`src/assert_macros.svh`:
```
// assertion macros shared by the noise generator rtl
// no dependencies; bodies drop out when SYNTHESIS is defined
`ifndef ASSERT_MACROS_SVH
`define ASSERT_MACROS_SVH
`ifndef SYNTHESIS
`define ASSERT_NEXT(name, clk, rst, ante, cons) \
   name: assert property (@(posedge clk) disable iff (rst) (ante) |=> (cons)) \
      else $error("next-cycle assertion failed");
`define ASSERT_SAME(name, clk, rst, ante, cons) \
   name: assert property (@(posedge clk) disable iff (rst) (ante) |-> (cons)) \
      else $error("same-cycle assertion failed");
`else
`define ASSERT_NEXT(name, clk, rst, ante, cons)
`define ASSERT_SAME(name, clk, rst, ante, cons)
`endif
`endif

```
`src/glng_pkg.sv`:
```
// shared constants, register codes and types of the gated noise generator
// no dependencies
package glng_pkg;

   localparam int unsigned COUNT_BITS_DEFAULT = 24;

   localparam int unsigned LCG_BITS    = 32;
   localparam int unsigned AMP_BITS    = 17;
   localparam int unsigned LEN_BITS    = 24;
   localparam int unsigned GAIN_BITS   = 24;
   localparam int unsigned MAG_BITS    = 23;
   localparam int unsigned NOISE_LSB   = 9;
   localparam int unsigned SAMPLE_BITS = 16;
   localparam int unsigned FULL_SHIFT  = 15;   // 32767 = 2^15 - 1
   localparam int unsigned PROD_BITS   = 54;   // 32767 * amplitude * magnitude
   localparam int unsigned SPLIT_BITS  = 27;
   localparam int unsigned PART_BITS   = SPLIT_BITS + GAIN_BITS;
   localparam int unsigned FRAC_BITS   = 38;
   localparam int unsigned SUM_BITS    = 79;
   localparam int unsigned QUO_BITS    = 17;
   localparam int unsigned DIV_CNT_BITS = 5;
   localparam int unsigned MUL_BITS    = 32;
   localparam int unsigned QUEUE_DEPTH = 2;

   localparam logic [LCG_BITS-1:0] SEED_RESET = 32'hCAFE_BABE;
   localparam logic [LCG_BITS-1:0] LCG_MUL    = 32'd1664525;
   localparam logic [LCG_BITS-1:0] LCG_ADD    = 32'd1013904223;
   localparam logic [MAG_BITS-1:0] NOISE_MID  = 23'h40_0000;
   localparam logic [AMP_BITS-1:0] AMP_RESET  = 17'd26214;
   localparam logic [LEN_BITS-1:0] RAMP_RESET = 24'd12000;
   localparam logic [LEN_BITS-1:0] TOTAL_RESET = 24'd48000;
   localparam logic [QUO_BITS-1:0] POS_LIMIT  = 17'd32767;
   localparam logic [QUO_BITS-1:0] NEG_LIMIT  = 17'd32768;
   localparam logic [DIV_CNT_BITS-1:0] DIV_LAST_STEP = DIV_CNT_BITS'(QUO_BITS - 1);

   localparam int unsigned CSR_ADDR_BITS = 2;
   localparam int unsigned CSR_DATA_BITS = 32;
   localparam logic [CSR_ADDR_BITS-1:0] CSR_SEED      = 2'd0;
   localparam logic [CSR_ADDR_BITS-1:0] CSR_AMPLITUDE = 2'd1;
   localparam logic [CSR_ADDR_BITS-1:0] CSR_RAMP_LEN  = 2'd2;
   localparam logic [CSR_ADDR_BITS-1:0] CSR_TOTAL_LEN = 2'd3;

   typedef struct packed {
      logic [LCG_BITS-1:0] seed;
      logic [AMP_BITS-1:0] amplitude;
      logic [LEN_BITS-1:0] ramp_len;
      logic [LEN_BITS-1:0] total_len;
   } glng_cfg_type;

   // one tick after the generator step and gate lookup
   typedef struct packed {
      logic [MAG_BITS-1:0]  mag;
      logic                 neg;
      logic [GAIN_BITS-1:0] gain;
      logic                 last;
   } glng_item_type;

   typedef enum logic [2:0] {
      BK_IDLE,
      BK_MUL_P,
      BK_MUL_LO,
      BK_MUL_HI,
      BK_SUM,
      BK_DIV,
      BK_OUT
   } glng_back_state_type;

endpackage

```
`src/glng_front.sv`:
```
// front end: takes ticks, steps the lcg, tracks the burst index and gate gain
// depends on glng_pkg
module glng_front import glng_pkg::*; #(
   parameter int unsigned COUNT_BITS = COUNT_BITS_DEFAULT
) (
   input  logic          clock,
   input  logic          reset,
   input  glng_cfg_type  cfg,
   input  logic          req_tvalid,
   output logic          req_tready,
   input  logic          restart,
   output logic          push_valid,
   input  logic          push_ready,
   output glng_item_type push_item
);

   localparam int unsigned CMP_BITS = ((COUNT_BITS > LEN_BITS) ? COUNT_BITS : LEN_BITS) + 1;

   logic [LCG_BITS-1:0]   state_ff, state_in;
   logic [COUNT_BITS-1:0] idx_ff, idx_in;
   logic                  hold_valid_ff, hold_valid_in;
   logic [LCG_BITS-1:0]   hold_lcg_ff, hold_lcg_in;
   logic [GAIN_BITS-1:0]  hold_gain_ff, hold_gain_in;
   logic                  hold_last_ff, hold_last_in;

   logic                  accept;
   logic [LCG_BITS-1:0]   base;
   logic [LCG_BITS-1:0]   lcg_next;
   logic [COUNT_BITS-1:0] cur_idx;
   logic [CMP_BITS-1:0]   idx_w, ramp_w, total_w;
   logic                  last_w;
   logic [GAIN_BITS-1:0]  gain_w;
   logic [MAG_BITS-1:0]   noise_u;

   assign req_tready = !hold_valid_ff || push_ready;
   assign accept     = req_tvalid && req_tready;

   always_comb begin
      base     = restart ? cfg.seed : state_ff;
      cur_idx  = restart ? '0 : idx_ff;
      lcg_next = LCG_BITS'(base * LCG_MUL + LCG_ADD);
      idx_w    = CMP_BITS'(cur_idx);
      ramp_w   = CMP_BITS'(cfg.ramp_len);
      total_w  = CMP_BITS'(cfg.total_len);
      last_w   = (idx_w + CMP_BITS'(1)) >= total_w;
      // fade-in, flat top, then fade-out; zero ramp means unity gate
      if (cfg.ramp_len == '0) begin
         gain_w = GAIN_BITS'(1);
      end else if (idx_w < ramp_w) begin
         gain_w = idx_w[GAIN_BITS-1:0];
      end else if ((idx_w + ramp_w) > total_w) begin
         if (idx_w >= total_w) begin
            gain_w = '0;
         end else begin
            gain_w = GAIN_BITS'(total_w - idx_w);
         end
      end else begin
         gain_w = cfg.ramp_len;
      end
   end

   always_comb begin
      state_in      = state_ff;
      idx_in        = idx_ff;
      hold_lcg_in   = hold_lcg_ff;
      hold_gain_in  = hold_gain_ff;
      hold_last_in  = hold_last_ff;
      hold_valid_in = push_ready ? 1'b0 : hold_valid_ff;
      if (accept) begin
         hold_valid_in = 1'b1;
         hold_lcg_in   = lcg_next;
         hold_gain_in  = gain_w;
         hold_last_in  = last_w;
         state_in      = last_w ? cfg.seed : lcg_next;
         idx_in        = last_w ? '0 : COUNT_BITS'(cur_idx + COUNT_BITS'(1));
      end
   end

   always_ff @(posedge clock) begin
      if (reset) begin
         state_ff      <= SEED_RESET;
         idx_ff        <= '0;
         hold_valid_ff <= 1'b0;
      end else begin
         state_ff      <= state_in;
         idx_ff        <= idx_in;
         hold_valid_ff <= hold_valid_in;
      end
   end

   always_ff @(posedge clock) begin
      hold_lcg_ff  <= hold_lcg_in;
      hold_gain_ff <= hold_gain_in;
      hold_last_ff <= hold_last_in;
   end

   // top 23 bits offset by half scale, kept as sign and magnitude
   assign noise_u = hold_lcg_ff[LCG_BITS-1:NOISE_LSB];

   always_comb begin
      push_item.neg  = !noise_u[MAG_BITS-1];
      push_item.mag  = noise_u[MAG_BITS-1] ? {1'b0, noise_u[MAG_BITS-2:0]}
                                           : MAG_BITS'(NOISE_MID - noise_u);
      push_item.gain = hold_gain_ff;
      push_item.last = hold_last_ff;
   end

   assign push_valid = hold_valid_ff;

endmodule

```
`src/glng_queue.sv`:
```
// short fifo between front and back ends
// depends on glng_pkg
module glng_queue import glng_pkg::*; (
   input  logic          clock,
   input  logic          reset,
   input  logic          push_valid,
   output logic          push_ready,
   input  glng_item_type push_item,
   output logic          pop_valid,
   input  logic          pop_ready,
   output glng_item_type pop_item
);

   localparam int unsigned PTR_BITS = $clog2(QUEUE_DEPTH);

   glng_item_type          slot_ff [QUEUE_DEPTH];
   logic [PTR_BITS-1:0]    wr_ptr_ff, wr_ptr_in;
   logic [PTR_BITS-1:0]    rd_ptr_ff, rd_ptr_in;
   logic [PTR_BITS:0]      count_ff, count_in;
   logic                   do_push, do_pop;

   assign push_ready = count_ff != (PTR_BITS+1)'(QUEUE_DEPTH);
   assign pop_valid  = count_ff != '0;
   assign do_push    = push_valid && push_ready;
   assign do_pop     = pop_valid && pop_ready;
   assign pop_item   = slot_ff[rd_ptr_ff];

   always_comb begin
      wr_ptr_in = do_push ? PTR_BITS'(wr_ptr_ff + PTR_BITS'(1)) : wr_ptr_ff;
      rd_ptr_in = do_pop ? PTR_BITS'(rd_ptr_ff + PTR_BITS'(1)) : rd_ptr_ff;
      count_in  = count_ff;
      if (do_push && !do_pop) begin
         count_in = count_ff + (PTR_BITS+1)'(1);
      end else if (do_pop && !do_push) begin
         count_in = count_ff - (PTR_BITS+1)'(1);
      end
   end

   always_ff @(posedge clock) begin
      if (reset) begin
         wr_ptr_ff <= '0;
         rd_ptr_ff <= '0;
         count_ff  <= '0;
      end else begin
         wr_ptr_ff <= wr_ptr_in;
         rd_ptr_ff <= rd_ptr_in;
         count_ff  <= count_in;
      end
   end

   always_ff @(posedge clock) begin
      if (do_push) begin
         slot_ff[wr_ptr_ff] <= push_item;
      end
   end

endmodule

```
`src/glng_back.sv`:
```
// back end: gain scaling on a shared multiplier, rounding divide by ramp length,
// saturation and the output register; depends on glng_pkg
module glng_back import glng_pkg::*; (
   input  logic                          clock,
   input  logic                          reset,
   input  glng_cfg_type                  cfg,
   input  logic                          pop_valid,
   output logic                          pop_ready,
   input  glng_item_type                 pop_item,
   output logic                          rsp_tvalid,
   input  logic                          rsp_tready,
   output logic signed [SAMPLE_BITS-1:0] rsp_sample,
   output logic                          rsp_last
);

   glng_back_state_type state_ff, state_in;

   logic [MAG_BITS-1:0]     mag_ff, mag_in;
   logic                    neg_ff, neg_in;
   logic [GAIN_BITS-1:0]    gain_ff, gain_in;
   logic                    item_last_ff, item_last_in;
   logic [PROD_BITS-1:0]    p_ff, p_in;
   logic [PART_BITS-1:0]    lo_ff, lo_in;
   logic [PART_BITS-1:0]    hi_ff, hi_in;
   logic [LEN_BITS-1:0]     rem_ff, rem_in;
   logic [QUO_BITS-1:0]     quo_ff, quo_in;
   logic                    sat_ff, sat_in;
   logic [DIV_CNT_BITS-1:0] cnt_ff, cnt_in;
   logic                    rsp_valid_ff, rsp_valid_in;
   logic [SAMPLE_BITS-1:0]  sample_ff, sample_in;
   logic                    rsp_last_ff, rsp_last_in;

   logic [MUL_BITS-1:0]     mul_a, mul_b;
   logic [2*MUL_BITS-1:0]   mul_p;
   logic [MUL_BITS-1:0]     amp_scaled;
   logic [LEN_BITS-1:0]     ramp_eff;
   logic [SUM_BITS-1:0]     sum_w;
   logic [LEN_BITS+1:0]     trial;
   logic [QUO_BITS-1:0]     res;
   logic [QUO_BITS-1:0]     res_clip;
   logic                    out_free;

   assign mul_p      = mul_a * mul_b;
   assign amp_scaled = (MUL_BITS'(cfg.amplitude) << FULL_SHIFT) - MUL_BITS'(cfg.amplitude);
   assign ramp_eff   = (cfg.ramp_len == '0) ? LEN_BITS'(1) : cfg.ramp_len;
   assign out_free   = !rsp_valid_ff || rsp_tready;

   // next state
   always_comb begin
      state_in = state_ff;
      case (state_ff)
         BK_IDLE:   if (pop_valid) state_in = BK_MUL_P;
         BK_MUL_P:  state_in = BK_MUL_LO;
         BK_MUL_LO: state_in = BK_MUL_HI;
         BK_MUL_HI: state_in = BK_SUM;
         BK_SUM:    state_in = BK_DIV;
         BK_DIV:    if (cnt_ff == DIV_LAST_STEP) state_in = BK_OUT;
         BK_OUT:    if (out_free) state_in = BK_IDLE;
         default:   state_in = BK_IDLE;
      endcase
   end

   // datapath and outputs
   always_comb begin
      pop_ready    = 1'b0;
      mul_a        = '0;
      mul_b        = '0;
      mag_in       = mag_ff;
      neg_in       = neg_ff;
      gain_in      = gain_ff;
      item_last_in = item_last_ff;
      p_in         = p_ff;
      lo_in        = lo_ff;
      hi_in        = hi_ff;
      rem_in       = rem_ff;
      quo_in       = quo_ff;
      sat_in       = sat_ff;
      cnt_in       = cnt_ff;
      sample_in    = sample_ff;
      rsp_last_in  = rsp_last_ff;
      rsp_valid_in = rsp_tready ? 1'b0 : rsp_valid_ff;
      sum_w = SUM_BITS'({hi_ff, SPLIT_BITS'(0)}) + SUM_BITS'(lo_ff)
            + (SUM_BITS'(ramp_eff) << (FRAC_BITS - 1));
      trial = {1'b0, rem_ff, quo_ff[QUO_BITS-1]} - {2'b00, ramp_eff};
      res   = sat_ff ? '1 : quo_ff;
      if (neg_ff) begin
         res_clip = (res > NEG_LIMIT) ? NEG_LIMIT : res;
      end else begin
         res_clip = (res > POS_LIMIT) ? POS_LIMIT : res;
      end
      case (state_ff)
         BK_IDLE: begin
            pop_ready    = 1'b1;
            mag_in       = pop_item.mag;
            neg_in       = pop_item.neg;
            gain_in      = pop_item.gain;
            item_last_in = pop_item.last;
         end
         BK_MUL_P: begin
            mul_a = amp_scaled;
            mul_b = MUL_BITS'(mag_ff);
            p_in  = mul_p[PROD_BITS-1:0];
         end
         BK_MUL_LO: begin
            mul_a = MUL_BITS'(p_ff[SPLIT_BITS-1:0]);
            mul_b = MUL_BITS'(gain_ff);
            lo_in = mul_p[PART_BITS-1:0];
         end
         BK_MUL_HI: begin
            mul_a = MUL_BITS'(p_ff[PROD_BITS-1:SPLIT_BITS]);
            mul_b = MUL_BITS'(gain_ff);
            hi_in = mul_p[PART_BITS-1:0];
         end
         BK_SUM: begin
            // half of the divisor is added first, so truncation rounds half up
            rem_in = sum_w[SUM_BITS-1:FRAC_BITS+QUO_BITS];
            quo_in = sum_w[FRAC_BITS+QUO_BITS-1:FRAC_BITS];
            sat_in = sum_w[SUM_BITS-1:FRAC_BITS+QUO_BITS] >= ramp_eff;
            cnt_in = '0;
         end
         BK_DIV: begin
            if (!trial[LEN_BITS+1]) begin
               rem_in = trial[LEN_BITS-1:0];
               quo_in = {quo_ff[QUO_BITS-2:0], 1'b1};
            end else begin
               rem_in = {rem_ff[LEN_BITS-2:0], quo_ff[QUO_BITS-1]};
               quo_in = {quo_ff[QUO_BITS-2:0], 1'b0};
            end
            cnt_in = cnt_ff + DIV_CNT_BITS'(1);
         end
         BK_OUT: begin
            if (out_free) begin
               rsp_valid_in = 1'b1;
               rsp_last_in  = item_last_ff;
               sample_in    = neg_ff ? SAMPLE_BITS'(QUO_BITS'(0) - res_clip)
                                     : res_clip[SAMPLE_BITS-1:0];
            end
         end
         default: begin
         end
      endcase
   end

   always_ff @(posedge clock) begin
      if (reset) begin
         state_ff     <= BK_IDLE;
         rsp_valid_ff <= 1'b0;
      end else begin
         state_ff     <= state_in;
         rsp_valid_ff <= rsp_valid_in;
      end
   end

   always_ff @(posedge clock) begin
      mag_ff       <= mag_in;
      neg_ff       <= neg_in;
      gain_ff      <= gain_in;
      item_last_ff <= item_last_in;
      p_ff         <= p_in;
      lo_ff        <= lo_in;
      hi_ff        <= hi_in;
      rem_ff       <= rem_in;
      quo_ff       <= quo_in;
      sat_ff       <= sat_in;
      cnt_ff       <= cnt_in;
      sample_ff    <= sample_in;
      rsp_last_ff  <= rsp_last_in;
   end

   assign rsp_tvalid = rsp_valid_ff;
   assign rsp_sample = sample_ff;
   assign rsp_last   = rsp_last_ff;

endmodule

```
`src/gated_lcg_noise_generator.sv`:
```
// top level of the gated lcg noise generator: register file and the three stages
// depends on glng_pkg, glng_front, glng_queue, glng_back and assert_macros.svh
//
// Each accepted transaction is one tick and yields one 16-bit noise sample, with
// tlast on the final sample of each gated burst. The front end registers an accepted
// tick in its hold register and hands it on to a two-entry queue; the back end then
// takes each sample through a fetch, three passes through its shared 32x32
// multiplier, one wide rounding add and a 17-step restoring divide by the ramp
// length, and then into the output register once that is free. It takes no new
// item from the queue until it has finished the last, so sustained throughput is
// set by the back end's divider and multiplier sequence. Register writes must be
// made while no sample is in flight; a new seed takes effect at the next burst
// start or restart.
`include "assert_macros.svh"

module gated_lcg_noise_generator import glng_pkg::*; #(
   parameter int unsigned COUNT_BITS = COUNT_BITS_DEFAULT
) (
   input  logic                          clock,
   input  logic                          reset,
   input  logic                          req_tvalid,
   output logic                          req_tready,
   input  logic [7:0]                    req_tdata,   // [0] restart, [7:1] zero
   output logic                          rsp_tvalid,
   input  logic                          rsp_tready,
   output logic signed [SAMPLE_BITS-1:0] rsp_tdata,   // [15:0] sample
   output logic                          rsp_tlast,
   input  logic                          csr_wr_en,
   input  logic [CSR_ADDR_BITS-1:0]      csr_addr,
   input  logic [CSR_DATA_BITS-1:0]      csr_wdata
);

   glng_cfg_type  cfg_ff, cfg_in;
   logic          q_push_valid, q_push_ready;
   glng_item_type q_push_item;
   logic          q_pop_valid, q_pop_ready;
   glng_item_type q_pop_item;

   always_comb begin
      cfg_in = cfg_ff;
      if (csr_wr_en) begin
         case (csr_addr)
            CSR_SEED:      cfg_in.seed      = csr_wdata[LCG_BITS-1:0];
            CSR_AMPLITUDE: cfg_in.amplitude = csr_wdata[AMP_BITS-1:0];
            CSR_RAMP_LEN:  cfg_in.ramp_len  = csr_wdata[LEN_BITS-1:0];
            CSR_TOTAL_LEN: cfg_in.total_len = csr_wdata[LEN_BITS-1:0];
            default:       cfg_in = cfg_ff;
         endcase
      end
   end

   always_ff @(posedge clock) begin
      if (reset) begin
         cfg_ff.seed      <= SEED_RESET;
         cfg_ff.amplitude <= AMP_RESET;
         cfg_ff.ramp_len  <= RAMP_RESET;
         cfg_ff.total_len <= TOTAL_RESET;
      end else begin
         cfg_ff <= cfg_in;
      end
   end

   glng_front #(
      .COUNT_BITS (COUNT_BITS)
   ) u_front (
      .clock      (clock),
      .reset      (reset),
      .cfg        (cfg_ff),
      .req_tvalid (req_tvalid),
      .req_tready (req_tready),
      .restart    (req_tdata[0]),
      .push_valid (q_push_valid),
      .push_ready (q_push_ready),
      .push_item  (q_push_item)
   );

   glng_queue u_queue (
      .clock      (clock),
      .reset      (reset),
      .push_valid (q_push_valid),
      .push_ready (q_push_ready),
      .push_item  (q_push_item),
      .pop_valid  (q_pop_valid),
      .pop_ready  (q_pop_ready),
      .pop_item   (q_pop_item)
   );

   glng_back u_back (
      .clock      (clock),
      .reset      (reset),
      .cfg        (cfg_ff),
      .pop_valid  (q_pop_valid),
      .pop_ready  (q_pop_ready),
      .pop_item   (q_pop_item),
      .rsp_tvalid (rsp_tvalid),
      .rsp_tready (rsp_tready),
      .rsp_sample (rsp_tdata),
      .rsp_last   (rsp_tlast)
   );

   // an accepted tick is held by the front end in the following cycle
   `ASSERT_NEXT(a_front_fills, clock, reset, req_tvalid && req_tready, q_push_valid)
   // the back end works on one item at a time once it has taken one
   `ASSERT_NEXT(a_back_busy, clock, reset, q_pop_valid && q_pop_ready, !q_pop_ready)
   // nothing is in flight right after reset
   `ASSERT_NEXT(a_reset_clears, clock, 1'b0, reset, !rsp_tvalid && !q_push_valid)

endmodule
```
`config.mk`:
```
export PLATFORM = sky130hd
export DESIGN_NAME = gated_lcg_noise_generator
export DESIGN_NICKNAME = d
export VERILOG_FILES = /design/src/glng_pkg.sv /design/src/glng_front.sv /design/src/glng_queue.sv /design/src/glng_back.sv /design/src/gated_lcg_noise_generator.sv
export VERILOG_INCLUDE_DIRS = /design/src /design/src/src
export SDC_FILE = /design/constraint.sdc
export NUM_CORES = 2
export LEC_CHECK = 0
export ABC_AREA = 1
export ABC_CLOCK_PERIOD_IN_PS = 12110
export BUFFER_PORTS_ARGS = -buffer_cell sky130_fd_sc_hd__buf_2
export CAP_MARGIN = 0
export CORE_MARGIN = 2
export CORE_UTILIZATION = 40
export DETAILED_ROUTE_END_ITERATION = 8
export MAX_ROUTING_LAYER = met4
export PLACE_DENSITY_LB_ADDON = 0.25
export SYNTH_ARGS = -nofsm -noshare
export SYNTH_HDL_FRONTEND = slang
export SYNTH_SLANG_ARGS = --single-unit
```
`constraint.sdc`:
```
create_clock -name clock -period 12.11 [get_ports clock]
set_input_delay 2.422 -clock clock [delete_from_list [all_inputs] [get_ports clock]]
set_output_delay 2.422 -clock clock [all_outputs]
set_load 0.02 [all_outputs]
```
# Word-level counts from Yosys, hierarchy flattened
# Memory sizes are Yosys's and may differ from the RTL's. A register that Yosys moved wholly into a read port is not among the register bits.
# Index checks and enable logic that the tools add are counted.
# word_totals
reg_bits	439
ramBits	98
input_bits	47
out_inout_bits	19
wordCells	125
mem_count	1
# memory_table
memory	words	word_bits	read_ports	rd_ports_with_merged_regs	write_ports	line	text
u_queue.slot_ff	2	49	1	1	1	glng_queue.sv:16	glng_item_type slot_ff [QUEUE_DEPTH];
# op_classes
add_sub_neg	16
mul	2
n_lt_le_gt_ge	7
n_eq_ne	14
mux	35
n_reduce_logical	26
# op_table
operator	n
24-bit 2-to-1 mux	7
24-bit case mux with 2 select lines	2
32-bit case mux with 3 select lines	1
78-bit by 51-bit adder with 79-bit output	1
79-bit by 61-bit adder with 79-bit output	1
16-bit 2-to-1 mux	4
32-bit 2-to-1 mux	2
32-bit by 24-bit multiplier with 54-bit output	1
24-bit greater-or-equal comparator	2
17-bit case mux with 2 select lines	1
32-bit by 30-bit adder with 32-bit output, second input constant	1
32-bit by 21-bit multiplier with 32-bit output, second input constant	1
32-bit by 17-bit subtractor with 32-bit output	1
25-bit by 24-bit subtractor with 26-bit output	1
24-bit by 1-bit adder with 25-bit output, second input constant	1
24-bit by 24-bit adder with 25-bit output	1
25-bit by 24-bit greater-or-equal comparator with 1-bit output	1
25-bit by 24-bit > comparator with 1-bit output	1
24-bit by 1-bit adder with 24-bit output, second input constant	1
24-bit logical NOT	1
24-bit < comparator	1
24-bit subtractor	1
23-bit 2-to-1 mux	1
23-bit subtractor, first input constant	1
30 further kinds	64

# Logic depth before layout (Yosys ltp)
# logic_depth
word_depth	6
depth_mapped	45
mapped_depth_nobuf	45

# Hierarchy
# A second synthesis with hierarchy kept.
# hier_totals
cells_unflattened	8175
area_unflattened_um2	66342.4
# modules_own_cells
module	n_inst	cells_per_inst	area_per_inst_um2	seq_area_each_um2
glng_back	1	4946	40580.2	7347.0
glng_front	1	2501	18093.6	2582.5
gated_lcg_noise_generator	1	539	3848.7	1941.9
glng_queue	1	189	3819.9	3042.9

# Least setup slack after synthesis
# Ideal clock, no wire load.
# synth_path
path_type	in2reg
start	input port req_tdata[0]
end	register u_front.state_ff[28]
setup_ns	0.132
arrival_time_ns	9.024
required_time_ns	11.978
path_slack_ns	2.954
path_stages	30
n_path_buf	5
cell_sequence	buf_6 > clkbuf_1 > clkbuf_1 > clkbuf_1 > clkbuf_1 > nand2_1 > o21ai_0 > inv_1 > ha_1 > inv_1 > fa_1 > inv_1 > fa_1 > fa_1 > fa_1 > fa_1 > fa_1 > ha_1 > nand2_1 > nor2_1 > nand2_1 > inv_1 > nand3_1 > or2_2 > nand2_1 > nand2_1 > nand2_1 > nand4_1 > nand3_1 > a21oi_1
# synth_between
elab_chain_len	4
word_cells_on_any_way	7
classes_between	add/sub (2); mul (1); order compare (1); mux (3)
# synth_lines
element	line	text
start, declared	gated_lcg_noise_generator.sv:23	input logic [7:0] req_tdata,
32-bit 2-to-1 mux / 24-bit 2-to-1 mux (equally long branches)	glng_front.sv:39, glng_front.sv:40	
32-bit by 21-bit multiplier with 32-bit output / 24-bit by 1-bit adder with 25-bit output (equally long branches)	glng_front.sv:41, glng_front.sv:45	
32-bit by 30-bit adder with 32-bit output / 25-bit by 24-bit greater-or-equal comparator with 1-bit output (equally long branches)	glng_front.sv:41, glng_front.sv:45	
32-bit 2-to-1 mux *	glng_front.sv:74	state_in = last_w ? cfg.seed : lcg_next;
end signal, assigned	glng_front.sv:85	state_ff <= state_in;
end, declared	glng_front.sv:19	logic [LCG_BITS-1:0] state_ff, state_in;
# Every way passes the cells marked *; elsewhere a longest branch is shown, timed or not.
# A chain may end at the register's enable or synchronous reset.

# Worst setup path in the final report
# layout_path
start	register cfg_ff[53] in the netlist's numbering
end	register u_back.hi_ff[42], data pin
# layout_between
elab_chain_len	3
# layout_lines
element	line	text
start, declared	gated_lcg_noise_generator.sv:33	glng_cfg_type cfg_ff, cfg_in;
start signal, assigned	gated_lcg_noise_generator.sv:59	cfg_ff <= cfg_in;
32-bit by 17-bit subtractor with 32-bit output	glng_back.sv:44	assign amp_scaled = (MUL_BITS'(cfg.amplitude) << FULL_SHIFT) - MUL_BITS'(cfg.amplitude);
32-bit case mux with 3 select lines	glng_back.sv:91	case (state_ff)
32-bit by 24-bit multiplier with 54-bit output	glng_back.sv:43	assign mul_p = mul_a * mul_b;
named net u_back.mul_p[42]	glng_back.sv:34	logic [2*MUL_BITS-1:0] mul_p;
end signal, assigned	glng_back.sv:161	hi_ff <= hi_in;
end, declared	glng_back.sv:24	logic [PART_BITS-1:0] hi_ff, hi_in;
# The timed path passes the listed nets, and every way through them passes these cells.

==> impl_metrics.toml <==
[status]
status = "finished clean"

[clock_network]
clock-sinks = 550
cts_max_path_buffers = 3
cts.hold.buffers_added = 0
clkLatencyLatePin_ps = 700
cts_resized = 0
root_buffer = "clkbuf_16"
htree_levels = 2
path_clk_slew_ps = 60
numCtsBuffers = 61
cts_tree = "yes"
postCtsSetupBuffers = 0

[routing]
routed_via_density = 5.246
drtIter0Drc = 4467
num_vias = 51760
wirelength_um = 214600
drt-wirelength-per-cell_um = 21.75
drcViolationCount = 0
antenna_violating_nets_post_route = 0
firstDrtPassIters = 6

[placement]
dp_hpwl_um = 173500
io_buffers = 58
pre_cts_slack_ps = 2021
placed_cells = 9749
gp_congestion = 1.005

[sta]
setup_violations = 0
slew_viol_final = 0
fin_crit_sh_pct = 84.39
worst_slew_pin_slew_ps = 1293
finClkSkew_ps = 52.57
finalSetupTns_ps = 0
hold_viol = 0
fin_ws_ps = 1890
timing.fmax_ghz = 0.09785
timing.slew.headroom_pct = 13.68
rsz0062_at_grt = "no"
finalCriticalPeriod_ps = 10220

[final_layout]
post-route-util_pct = 43.37
drive_above_1_share_pct = 4.595
final_nets = 9157
finalNonFillerCells = 9866
final_cell_mix = "1653 x inv_1, 1574 x nand2_1, 813 x fa_1"
syn_to_final_growth_pct = 7.515
final_common_cell = "inv_1"

[worst_setup_path]
cp_slowest_cell = "inv_1"
startpoint_type = "flip-flop"
cpMostUsedCell = "inv_1"
arrival_ps = 10570
worst_r2r_path_depth = 37
r2r-end = "u_back.hi_ff[42]"
critPathTopFamily = "adder cells"
cp-end-kind = "flip-flop"
cp_num_cells = 37
regToRegSetupSlack_ps = 1890
required_ps = 12460
critical_path_buf_inv_count = 10
r2r-start = "cfg_ff[53]"
max_stage_delay_ps = 890
crit_type = "reg2reg"
cp_max_fo = 14

[floorplan]
die_area_mm2 = 0.1631
ios = 66
core_mm2 = 0.1586
die_x_um = 403.9
die_h_um = 403.9
initial_utilization_pct = 40.34
rows = 146

[grt]
grt_max_degree = 81
grt_pass1_wl_um = 322700
grt_usage_pct = 27.15
overflow = 0
grt_pass1_vias = 52180
antenna_found_initial = 6

[yosys]
synth_seq_area_share_pct = 23.28
ys_ff_latch = 550
avgSynthCellArea_um2 = 8.257
ys.warnings.count = 0
synthDistinctLibCells = 65
synthCells = 7747
synth_edf_count = 388
netlist_area_mm2 = 0.06397
synth.area.top_cells = "fa_1 25%, edfxtp_1 18%, ha_1 11%"
async_reset_ff_share_pct = 0
yosys.area.top_type = "fa_1"
ys.flop_type = "edfxtp_1"
synth_top_area_share_pct = 25.44

[run]
drv_cap = 0

[hold_path]
hold_path_end = "u_queue.slot_ff[0][16]"
min_path_cells = 0
hold_class = "reg2reg"
min_from = "u_front.hold_gain_ff[15]"
stage by stage:
stage / area [um^2] / hold WS [ps]
floorplan: 63980 / 400.3
global placement: 66740 / 420.4
detailed placement: 66740 / 428.1
CTS: 68770 / 441.4
global route: 68770 / 451.3
finish: 68770 / 441.7
area by class of cell:
type | instances | area (um^2)
fillers | 15940 | 89790
multi-input cells | 5267 | 41770
flip-flops and latches | 550 | 14900
inverters | 1689 | 6347
well taps | 2072 | 2592
clock buffers | 76 | 1647
repair buffers | 171 | 1139
clock inverters | 38 | 380.4
diodes | 3 | 7.507
per-layer routing:
| layer | wire length (um) | part of all wire (%) | track usage [%] |
|---|---|---|---|
| met1 | 89020 | 41 | 34.34 |
| met2 | 101000 | 47 | 43.97 |
| met3 | 13150 | 6.1 | 2.960 |
| met4 | 11410 | 5.3 | 12.23 |
| met5 | 0 | 0 | - |
kinds of logic (layout without fill, tap and decap cells):
logic type,Yosys count,in the layout,share of synthesized area (%)
AND/OR/NAND/NOR,2648,2648,16.86
buffers and inverters,1932,1974,11.53
adder cells (fa/ha/maj),1370,1370,36.34
AO/OA/AOI/OAI,1025,1025,8.951
flip-flops,550,550,23.28
XOR/XNOR,221,221,3.026
other,1,6,0.005862
synthesized netlist by cell type (6+ instances only):
cell type,n
a21boi_0,8
a21o_1,23
a21oi_1,430
a22oi_1,48
a31oi_1,37
buf_2,39
buf_4,6
buf_6,6
clkbuf_1,187
clkinv_1,14
dfxtp_1,162
edfxtp_1,388
fa_1,813
ha_1,557
inv_1,1656
inv_2,17
nand2_1,1575
nand2_2,7
nand3_1,223
nand3b_1,6
nand4_1,60
nor2_1,624
nor2_2,13
nor3_1,63
nor4_1,30
o211ai_1,60
o21a_1,18
o21ai_0,336
o21ai_1,11
o21bai_1,21
o31ai_1,9
or2_2,21
xnor2_1,82
xor2_1,139
registers in the layout, summed over array words and instances (netlist names), 2 cells and up:
| signal | count |
|---|---|
| u_back.cnt_ff | 5 |
| u_front.idx_ff | 24 |
| u_back.mag_ff | 23 |
| u_back.hi_ff | 51 |
| u_front.state_ff | 32 |
| u_back.gain_ff | 24 |
| u_queue.slot_ff | 98 |
| u_back.rsp_sample | 16 |
| u_back.quo_ff | 17 |
| cfg_ff | 97 |
| u_back.p_ff | 54 |
| u_queue.count_ff | 2 |
| u_back.lo_ff | 24 |
| u_front.hold_lcg_ff | 23 |
| u_front.hold_gain_ff | 24 |
| u_back.rem_ff | 24 |
| u_back.state_ff | 3 |
worst max-delay path by stage:
stage | to | slack, ps | from
4_1_cts | u_back.hi_ff[42] | 2020 | cfg_ff[50]
3_5_place_dp | u_back.hi_ff[42] | 2020 | cfg_ff[50]
5_1_grt | u_back.p_ff[27] | 1390 | cfg_ff[53]
6_report | u_back.hi_ff[42] | 1890 | cfg_ff[53]
3_3_place_gp | u_back.hi_ff[42] | 2100 | cfg_ff[50]
2_1_floorplan | u_front.state_ff[28] | 2950 | req_tdata[0]
Power is left out: the tool's default activity adds up to more than one toggle a clock period on the data nets, which glitch-free logic cannot reach.
